==> src/rtl/affine_rotozoom_pixel_fetch_assert.svh <==
// Assertion macros for the affine rotate/zoom pixel fetch block.
// Used by the controller; expects clk and rst in scope.
`ifndef AFFINE_ROTOZOOM_PIXEL_FETCH_ASSERT_SVH
`define AFFINE_ROTOZOOM_PIXEL_FETCH_ASSERT_SVH

`ifndef SYNTHESIS
`define ARPF_ASSERT(label, prop, msg) \
  label: assert property (@(posedge clk) disable iff (rst) prop) else $error(msg);
`define ARPF_ASSERT_RST(label, prop, msg) \
  label: assert property (@(posedge clk) prop) else $error(msg);
`else
`define ARPF_ASSERT(label, prop, msg)
`define ARPF_ASSERT_RST(label, prop, msg)
`endif

`endif

==> src/rtl/arpf_pkg.sv <==
// Shared constants, codes and types of the affine rotate/zoom pixel fetch.
// No dependencies.
package arpf_pkg;

  localparam int SRC_W_LOG2  = 8;
  localparam int SRC_H_LOG2  = 8;
  localparam int SCREEN_BITS = 12;

  localparam int FRAC_BITS   = 16;
  localparam int FIX_W       = 32;
  localparam int ADDR_W      = 16;
  localparam int STORE_DEPTH = 1 << ADDR_W;
  localparam int PIX_W       = 16;
  localparam int CODE_W      = 8;
  localparam int ENTRY_W     = PIX_W + CODE_W;
  localparam int COORD_W     = 12;
  localparam int COLOR_W     = 17;
  localparam int KIND_W      = 2;
  localparam int CFG_IDX_W   = 3;
  localparam int CFG_DATA_W  = 32;

  localparam int SCR_EFF = (SCREEN_BITS < COORD_W) ? SCREEN_BITS : COORD_W;
  localparam logic [COORD_W-1:0] SCR_MASK = COORD_W'((64'd1 << SCR_EFF) - 64'd1);

  localparam logic [FIX_W-1:0] INC_ONE = 32'h0001_0000;

  localparam logic [KIND_W-1:0] KIND_LOAD   = 2'd0;
  localparam logic [KIND_W-1:0] KIND_ORIGIN = 2'd1;
  localparam logic [KIND_W-1:0] KIND_FETCH  = 2'd2;

  localparam logic [CFG_IDX_W-1:0] REG_INC_XX      = 3'd0;
  localparam logic [CFG_IDX_W-1:0] REG_INC_XY      = 3'd1;
  localparam logic [CFG_IDX_W-1:0] REG_INC_YX      = 3'd2;
  localparam logic [CFG_IDX_W-1:0] REG_INC_YY      = 3'd3;
  localparam logic [CFG_IDX_W-1:0] REG_WRAP_ENABLE = 3'd4;
  localparam logic [CFG_IDX_W-1:0] REG_PAL_OFFSET  = 3'd5;
  localparam logic [CFG_IDX_W-1:0] REG_TRANS_MASK  = 3'd6;
  localparam logic [CFG_IDX_W-1:0] REG_TRANS_MATCH = 3'd7;

  typedef struct packed {
    logic load_entry;
    logic load_origin;
    logic capture;
    logic issue_read;
    logic load_out;
  } ctl_cmd_t;

endpackage

==> src/rtl/arpf_ctrl.sv <==
// Sequencer of the pixel fetch: request handshake, fetch steps, result valid.
// Depends on arpf_pkg and affine_rotozoom_pixel_fetch_assert.svh.
`include "affine_rotozoom_pixel_fetch_assert.svh"

module arpf_ctrl import arpf_pkg::*; (
  input  logic              clk,
  input  logic              rst,
  input  logic              in_valid,
  input  logic [KIND_W-1:0] in_kind,
  output logic              in_ready,
  output logic              out_valid,
  input  logic              out_ready,
  output ctl_cmd_t          cmd
);

  localparam logic [2:0] S_IDLE = 3'd0;
  localparam logic [2:0] S_MUL  = 3'd1;
  localparam logic [2:0] S_SUM  = 3'd2;
  localparam logic [2:0] S_POS  = 3'd3;
  localparam logic [2:0] S_ADDR = 3'd4;
  localparam logic [2:0] S_DATA = 3'd5;

  logic [2:0] state;
  logic [2:0] state_next;
  logic       out_valid_next;
  logic       accept;
  logic       out_free;

  assign in_ready = (state == S_IDLE);
  assign accept   = in_valid && in_ready;
  assign out_free = !out_valid || out_ready;

  always_comb begin
    cmd.load_entry  = accept && (in_kind == KIND_LOAD);
    cmd.load_origin = accept && (in_kind == KIND_ORIGIN);
    cmd.capture     = accept && (in_kind == KIND_FETCH);
    cmd.issue_read  = (state == S_ADDR);
    cmd.load_out    = (state == S_DATA) && out_free;
  end

  always_comb begin
    state_next = state;
    unique case (state)
      S_IDLE: begin
        if (cmd.capture) begin
          state_next = S_MUL;
        end
      end
      S_MUL:  state_next = S_SUM;
      S_SUM:  state_next = S_POS;
      S_POS:  state_next = S_ADDR;
      S_ADDR: state_next = S_DATA;
      S_DATA: begin
        if (out_free) begin
          state_next = S_IDLE;
        end
      end
      default: state_next = S_IDLE;
    endcase
  end

  always_comb begin
    out_valid_next = out_valid;
    if (cmd.load_out) begin
      out_valid_next = 1'b1;
    end else if (out_ready) begin
      out_valid_next = 1'b0;
    end
  end

  always_ff @(posedge clk) begin
    if (rst) begin
      state     <= S_IDLE;
      out_valid <= 1'b0;
    end else begin
      state     <= state_next;
      out_valid <= out_valid_next;
    end
  end

  `ARPF_ASSERT(a_fetch_starts, cmd.capture |=> state == S_MUL, "fetch did not start")
  `ARPF_ASSERT(a_result_held, state == S_DATA && out_valid && !out_ready |=> state == S_DATA, "result dropped while output busy")
  `ARPF_ASSERT(a_result_source, $rose(out_valid) |-> $past(state) == S_DATA, "result raised outside data step")
  `ARPF_ASSERT_RST(a_reset_idle, rst |=> state == S_IDLE && !out_valid, "reset did not clear control")

endmodule

==> config.mk <==
export PLATFORM = sky130hd
export DESIGN_NAME = arpf_ctrl
export DESIGN_NICKNAME = d
export VERILOG_FILES = /design/src/rtl/arpf_pkg.sv /design/src/rtl/arpf_ctrl.sv
export VERILOG_INCLUDE_DIRS = /design/src /design/src/rtl
export SDC_FILE = /design/constraint.sdc
export NUM_CORES = 1
export LEC_CHECK = 0
export BUFFER_PORTS_ARGS = -buffer_cell sky130_fd_sc_hd__buf_2
export CAP_MARGIN = 20
export CORE_AREA = 2 2 39 41
export DETAILED_ROUTE_END_ITERATION = 16
export DIE_AREA = 0 0 41 43
export GPL_TIMING_DRIVEN = 0
export SYNTH_ARGS = -nofsm -noshare
export SYNTH_HDL_FRONTEND = slang
export SYNTH_SLANG_ARGS = --single-unit
==> constraint.sdc <==
create_clock -name clk -period 1.2 [get_ports clk]
set_input_delay 0.24 -clock clk [delete_from_list [all_inputs] [get_ports clk]]
set_output_delay 0.24 -clock clk [all_outputs]
set_load 0.05 [all_outputs]
Word level (Yosys, flattened, before mapping)

Cells that the tools add are included.

Bits in registers: 4
Bits of input ports: 6
Output and inout bits: 7
Word-level logic and storage cells: 27

Equality and inequality tests: 9
Multiplexer cells: 5
Reduce and logical (&&, ||, !) cells: 11

Operator list:

| operator                                               | count |
|---|---|
| case mux 3 bit (6 select lines)                        | 1 |
| equality test 3 x 2 -> 1 bit (second input constant)   | 2 |
| equality test 3 bit (second input constant)            | 2 |
| 2-to-1 mux 3 bit                                       | 2 |
| logical AND 1 bit                                      | 5 |
| equality test 3 x 1 -> 1 bit (second input constant)   | 1 |
| zero test 3 bit                                        | 1 |
| equality test 2 x 1 -> 1 bit (second input constant)   | 1 |
| equality test 2 bit (second input constant)            | 1 |
| zero test 2 bit                                        | 1 |
| 2-to-1 mux 1 bit                                       | 2 |
| inequality test 2 x 1 -> 1 bit (second input constant) | 1 |
| inequality test 2 bit (second input constant)          | 1 |
| AND reduction 2 bit                                    | 1 |
| nonzero test 2 bit                                     | 1 |
| zero test 1 bit                                        | 1 |
| logical OR 1 bit                                       | 1 |

Logic depth before layout (Yosys ltp)

Gate-level depths: netlist of the first run.

Depth in word-level cells: 5
Depth in mapped cells: 4
Depth with buffers taken out: 3

Worst setup path before layout of the first run

Ideal clock, no wire load.

Kind: reg2out
Start point: reg state[0]
End point: out cmd[3] (netlist name)
Data arrival time: 1.726 ns
Data required time: 0.960 ns
Path slack: -0.766 ns
Cell stages (with the launch flop): 3
Path buffers: 0
Cells stage by stage: dfxtp_1 nor3_2 and4b_1

RTL lines:

| element                  | line            | RTL |
|---|---|---|
| start: declaration       | arpf_ctrl.sv:23 | `logic [2:0] state;` |
| start signal: assignment | arpf_ctrl.sv:76 | `state <= state_next;` |
| end: declaration         | arpf_ctrl.sv:13 | `output ctl_cmd_t cmd` |

==> results of run 1 <==
==> synthesized netlist by cell type <==
library cell and n:
a2111oi_2 1, a21oi_1 1, a21oi_2 2, a311oi_1 1, and2_1 1, and2b_4 1, and4_1 1, and4b_1 2
buf_4 1, dfxtp_1 4, inv_1 1, inv_2 1, nand2_1 1, nand3b_1 1, nor2_1 2, nor2b_4 1
nor3_1 1, nor3_2 1, o21ai_2 1, xnor2_1 1
==> where the power goes <==
part	total, mW	internal (mW)	leakage, nW	switching (mW)
clock network	0.165	0.112	0.0138	0.0536
logic	0.136	0.0579	0.139	0.0781
registers	0.151	0.139	0.0349	0.0120
==> cell families (layout without fill, tap and decap cells) <==
family / count (synthesis) / count (layout) / share of synthesized area [%]
flip-flops: 4 / 4 / 31.8
XOR/XNOR: 1 / 1 / 3.48
AND/OR/NAND/NOR: 12 / 12 / 36.8
AO/OA/AOI/OAI: 6 / 6 / 21.9
buffers and inverters: 3 / 21 / 5.97
==> routing by layer <==
| layer | track usage (%) | vias up | routed length [um] | share of wire (%) |
|---|---|---|---|---|
| met2 | 12.8 | 11 | 322 | 51 |
| met5 | 0 | - | 0 | 0 |
| met4 | 12.0 | 0 | 39 | 6.1 |
| met3 | 2.09 | 4 | 29 | 4.6 |
| met1 | 11.9 | 121 | 246 | 39 |
| li1 | - | 131 | - | - |
==> registers in the layout, summed over array words and instances, names as in the netlist <==
register / count
state: 3
out_valid: 1
==> how the worst min path moves through the flow <==
stage                           to  start  slack (ns)
after floorplan           state[2]    rst        0.30
after global placement    state[2]    rst        0.46
after detailed placement  state[2]    rst        0.46
after CTS                 state[2]    rst        0.22
after global routing      state[2]    rst        0.24
final                     state[2]    rst        0.22
==> critical path, delay by kind of cell, from the launching register on <==
family	cells	cell delay, ns
DFF	1	0.35
and+or+nand+nor	2	0.50
buffers and inverters	1	0.14
==> what timing repair did <==
item / 4_1_cts / 5_1_grt
gates resized for setup: 20 / 1
endpoints found under the setup margin: 6 / 6
hold endpoints to repair: 0 / 0
buffers inserted: 4 / 0
pin swaps: 4 / 3
hold buffers: 0 / 0
==> final cells by class <==
cell class                      instances  area [um2]  share of cell area [%]
Clock buffer                            3        22.5                    4.89
Inverter                                2        7.51                    1.63
Multi-Input combinational cell         19         180                    39.1
Sequential cell                         4        90.1                    19.6
Tap cell                               16        20.0                    4.35
Timing Repair Buffer                   16         140                    30.4
==> metrics by stage <==
step / util (%) / total power, mW / worst slack [ns]
4_1_cts: 33.1 / 0.456 / -0.262
3_5_place_dp: 25.5 / 0.267 / -0.157
5_1_grt: 33.3 / 0.475 / -0.303
6_report: 33.3 / 0.453 / -0.264
3_3_place_gp: 25.5 / 0.266 / -0.149
2_1_floorplan: - / 0.238 / -0.384
==> run_results.csv, run 1 <==
group,metric,value,unit
timing,rsz0062_at_grt,"true",
timing,setup_viol,6,
timing,final_max_slew_viol_count,0,
timing,whs,0.220,ns
clock_tree,h-tree-depth,1,
finish,final_cell_mix,"buf_2 (7), buf_8 (5), buf_4 (4)",
logic_synthesis,synth_area,251,um2
critical_path,worstPathArrival,1.22,ns
routing,wire_per_inst,10.6,um
timing,max_freq,683,MHz
logic_synthesis,synth_top_area_share,31.8,%
routing,drc_errors,0,
clock_tree,clk_pin_slew,0.04,ns
logic_synthesis,synth.distinct_cells,20,
logic_synthesis,yosysWarnings,0,
placed_design,io_buffers,12,
power_and_ir_drop,p_leak,0.187,nW
logic_synthesis,syn_inst,26,
finish,drive_gt1_share,84.1,%
status,status,"finished, violations left",
critical_path,rr_worst_depth,4,
logic_synthesis,netlist.top_cell.by_area,"dfxtp_1",
floorplanning,start_util,18.2,%
finish,final_common_cell,"buf_2",
status,violations,"negative setup slack",
timing,hold_viol_final,0,
floorplanning,core,1380,um2
finish,diodes,0,
global_routing,antenna_found_initial,0,
critical_path,cp-endpoint,"cmd[4]",
finish,fin_nets,52,
critical_path,crit_path_cell_trace,"nor3_4 > and4b_4 > buf_8",
logic_synthesis,synth_fp_nets,32,
timing,tightest_slew,0.269,ns
routing,first_iter_violations,3,
floorplanning,placementRows,14,
critical_path,cp.required,0.96,ns
power_and_ir_drop,p_per_area,983,nW/um2
placed_design,dp.cells,54,
global_routing,track_usage,10.0,%
floorplanning,io_pins,13,
floorplanning,die_h,43,um
global_routing,grt_pass1_wl,1110,um
placed_design,routabilityCongestion,0.709,
timing,slew_headroom,81.9,%
floorplanning,die_area,1760,um2
routing,viasPerCell,4.45,
clock_tree,cts-root-buf,"clkbuf_4",
logic_synthesis,synth_area_leaders,"dfxtp_1 (32%), and4b_1 (8.0%), a21oi_2 (7.0%), a2111oi_2 (6.0%), nor2b_4 (5.5%)",
finish,fin_cells,60,
critical_path,r2r_start,"state[1]",
floorplanning,fp.dieW,41,um
timing,fin_skew,0.00278,ns
timing,layout_setup_ws,-0.264,ns
finish,syn_to_final_growth,83.1,%
routing,dr.pass1.iters,4,
global_routing,grt_max_degree,7,
critical_path,cp_slowest_cell,"dfxtp_4",
clock_tree,clkSinkCount,4,
logic_synthesis,avgSynthCellArea,9.67,um2
clock_tree,clock_latency,0.23,ns
critical_path,slowest_delay,0.35,ns
clock_tree,cts_tree,"built",
placed_design,place_area,353,um2
power_and_ir_drop,peakVddDrop,0.516,mV
critical_path,rr_endpoint,"out_valid",
routing,wl,637,um
finish,final.fill_count,141,
critical_path,rrSetupSlack,0.22,ns
critical_path,setup.worst_path.start,"state[1]",
critical_path,crit_type,"flop to output pin",
hold_path,holdCritPathClass,"primary input to flop",
clock_tree,cts_made_buffers,3,
routing,ant_nets,0,
timing,setup-tns-final,-1.30,ns
global_routing,grt_pass1_vias,270,
logic_synthesis,ys_seq_area_share,31.8,%
timing,min_period,1.46,ns
timing,period_share,122,%
routing,via_count,267,
critical_path,crit_path_start_kind,"flop",
hold_path,hold_depth,2,
flow_run,cap_violations,0,
clock_tree,clk_path_buf_depth,2,
critical_path,cp_max_fo,4,
logic_synthesis,synth_seq_cells,4,
critical_path,cp-end-kind,"output pin",
finish,stdcell_area,460,um2
global_routing,overflow,0,
No activity file was read; power rests on OpenSTA's default activity.
==> run 2: changes to the inputs <==
==> constraint.sdc (replaced) <==
create_clock -name clk -period 1.6 [get_ports clk]
set_input_delay 0.32 -clock clk [delete_from_list [all_inputs] [get_ports clk]]
set_output_delay 0.32 -clock clk [all_outputs]
set_load 0.05 [all_outputs]
==> run 2 against run 1 <==
  * Sequential power is 25% lower
  * Worst hold slack better by 0.080 ns
  * Via count is 1.1% lower
  * Total power is 23% lower
  * Core utilization is 0.90 points lower
  * Global-route usage is 2.4 points lower
  * Final area is 2.7% lower
  * Clock power is 21% lower
  * Cell count is 1.7% higher
  * The run now ends clean
  * Count of clock-buffer cells in the layout stayed put
  * Worst setup slack better by 0.29 ns
==> run_results.csv, run 2 (same netlist as run 1, synthesis figures left out) <==
group,metric,value,unit
floorplanning,die_area,1760,um2
finish,final_cell_mix,"buf_2 (8), buf_4 (5), clkbuf_4 (3), buf_8 (3)",
floorplanning,placementRows,14,
timing,hold_viol_final,0,
placed_design,hpwlAfterDp,408,um
finish,stdcell_area,448,um2
power_and_ir_drop,p_int,234,uW
critical_path,cp_max_fo,4,
routing,ant_nets,0,
finish,final.fill_count,143,
critical_path,cp.required,1.28,ns
timing,period_share,98.5,%
routing,viasPerCell,4.33,
power_and_ir_drop,combinationalPowerShare,29.9,%
global_routing,grt_pass1_wl,903,um
power_and_ir_drop,p_per_area,777,nW/um2
routing,drc_errors,0,
finish,largestRegisters,"state x3, out_valid x1",
hold_path,holdCritPathClass,"primary input to flop",
finish,largest_reg_flops,3,
finish,diodes,0,
timing,setup-tns-final,0,ns
floorplanning,start_util,18.2,%
finish,syn_to_final_growth,78.1,%
clock_tree,clock_latency,0.24,ns
finish,drive_gt1_share,77.8,%
critical_path,crit_path_start_kind,"flop",
power_and_ir_drop,power_frac_seq,32.8,%
critical_path,worstPathArrival,1.26,ns
power_and_ir_drop,pwr-share-clk,37.2,%
status,status,"finished, final reports clean",
clock_tree,cts_made_buffers,3,
timing,final_max_slew_viol_count,0,
floorplanning,fp.dieW,41,um
placed_design,place_area,350,um2
clock_tree,cts-root-buf,"clkbuf_4",
routing,wire_per_inst,10.3,um
global_routing,grt_max_degree,8,
clock_tree,h-tree-depth,1,
critical_path,cp-end-kind,"output pin",
clock_tree,clkSinkCount,4,
routing,dr.pass1.iters,1,
flow_run,cap_violations,0,
routing,via_count,264,
power_and_ir_drop,p_sw_share,32.6,%
placed_design,io_buffers,12,
timing,rsz0062_at_grt,"true",
finish,top_register,"state",
timing,fin_skew,0.00569,ns
finish,ff_latch_area,88.8,um2
timing,tightest_slew,0.281,ns
finish,multi_input_area,175,um2
timing,setup_viol,0,
routing,first_iter_violations,0,
placed_design,routabilityCongestion,0.698,
finish,final_common_cell,"buf_2",
floorplanning,die_h,43,um
clock_tree,clk_pin_slew,0.04,ns
timing,whs,0.300,ns
global_routing,overflow,0,
finish,fin_nets,53,
global_routing,antenna_found_initial,0,
global_routing,grt_pass1_vias,241,
floorplanning,core,1380,um2
clock_tree,clk_path_buf_depth,2,
timing,min_period,1.58,ns
clock_tree,cts_tree,"built",
floorplanning,io_pins,13,
timing,max_freq,635,MHz
global_routing,track_usage,7.64,%
critical_path,crit_type,"flop to output pin",
power_and_ir_drop,p_sw,113,uW
routing,wl,630,um
power_and_ir_drop,peakVddDrop,0.219,mV
timing,slew_headroom,81.2,%
power_and_ir_drop,p_leak,0.187,nW
[run 2: final cells by class]
class	instances	area share, %
plain buffers	1	1.68
clock buffers	3	5.03
inverters	2	1.68
multi-input cells	19	39.1
flip-flops and latches	4	19.8
well taps	16	4.47
repair buffers	16	28.2
[run 2: layer usage]
layer  GRT usage, %  wire, um  part of all wire [%]  vias to the layer above
met3              0        33                   5.2                        0
met5              0         0                     0                        -
met4           8.00         0                     0                        0
met2           10.9       339                    54                        8
li1               -         -                     -                      134
met1           9.35       256                    41                      122
[run 2: final timing paths]
kind / cells past startpoint / from / endpoint / slack (ns)
max: 5 / state[1] / cmd[0] / 0.02
min: 2 / rst / state[2] / 0.30
max reg2reg: 4 / state[1] / state[0] / 0.47
min reg2reg: 1 / state[2] / state[1] / 0.48
[run 2: through the flow]
stage               utilization [%]  setup slack [ns]  power, mW  cells
floorplan                         -           -0.0637      0.178     26
global placement               25.3             0.170      0.199     54
detailed placement             25.3             0.174      0.200     54
CTS                            28.2          0.000405      0.336     57
global route                   32.4           -0.0400      0.366     61
finish                         32.4            0.0246      0.348     61
[run 2: power by group through the flow]
stage,Combinational [mW],Clock [mW],Sequential (mW)
global placement,0.0807,0,0.118
detailed placement,0.0820,0,0.118
global route,0.110,0.140,0.115
finish,0.104,0.130,0.114
floorplan,0.0618,0,0.117
CTS,0.0860,0.133,0.117
[run 2: what timing repair did]
| item | in CTS | in global routing |
|---|---|---|
| endpoints found under the setup margin | 4 | 5 |
| pin swaps | 0 | 4 |
| resized for setup | 6 | 9 |
| buffers inserted | 0 | 4 |
| hold buffers | 0 | 0 |
[run 2: worst max-delay path, stage by stage, from the launching register on]
cell and delay (ns):
dfxtp_4 0.36, and2b_4 0.27, nand2_2 0.05, nor2_1 0.09
buf_4 0.11, buf_8 0.13
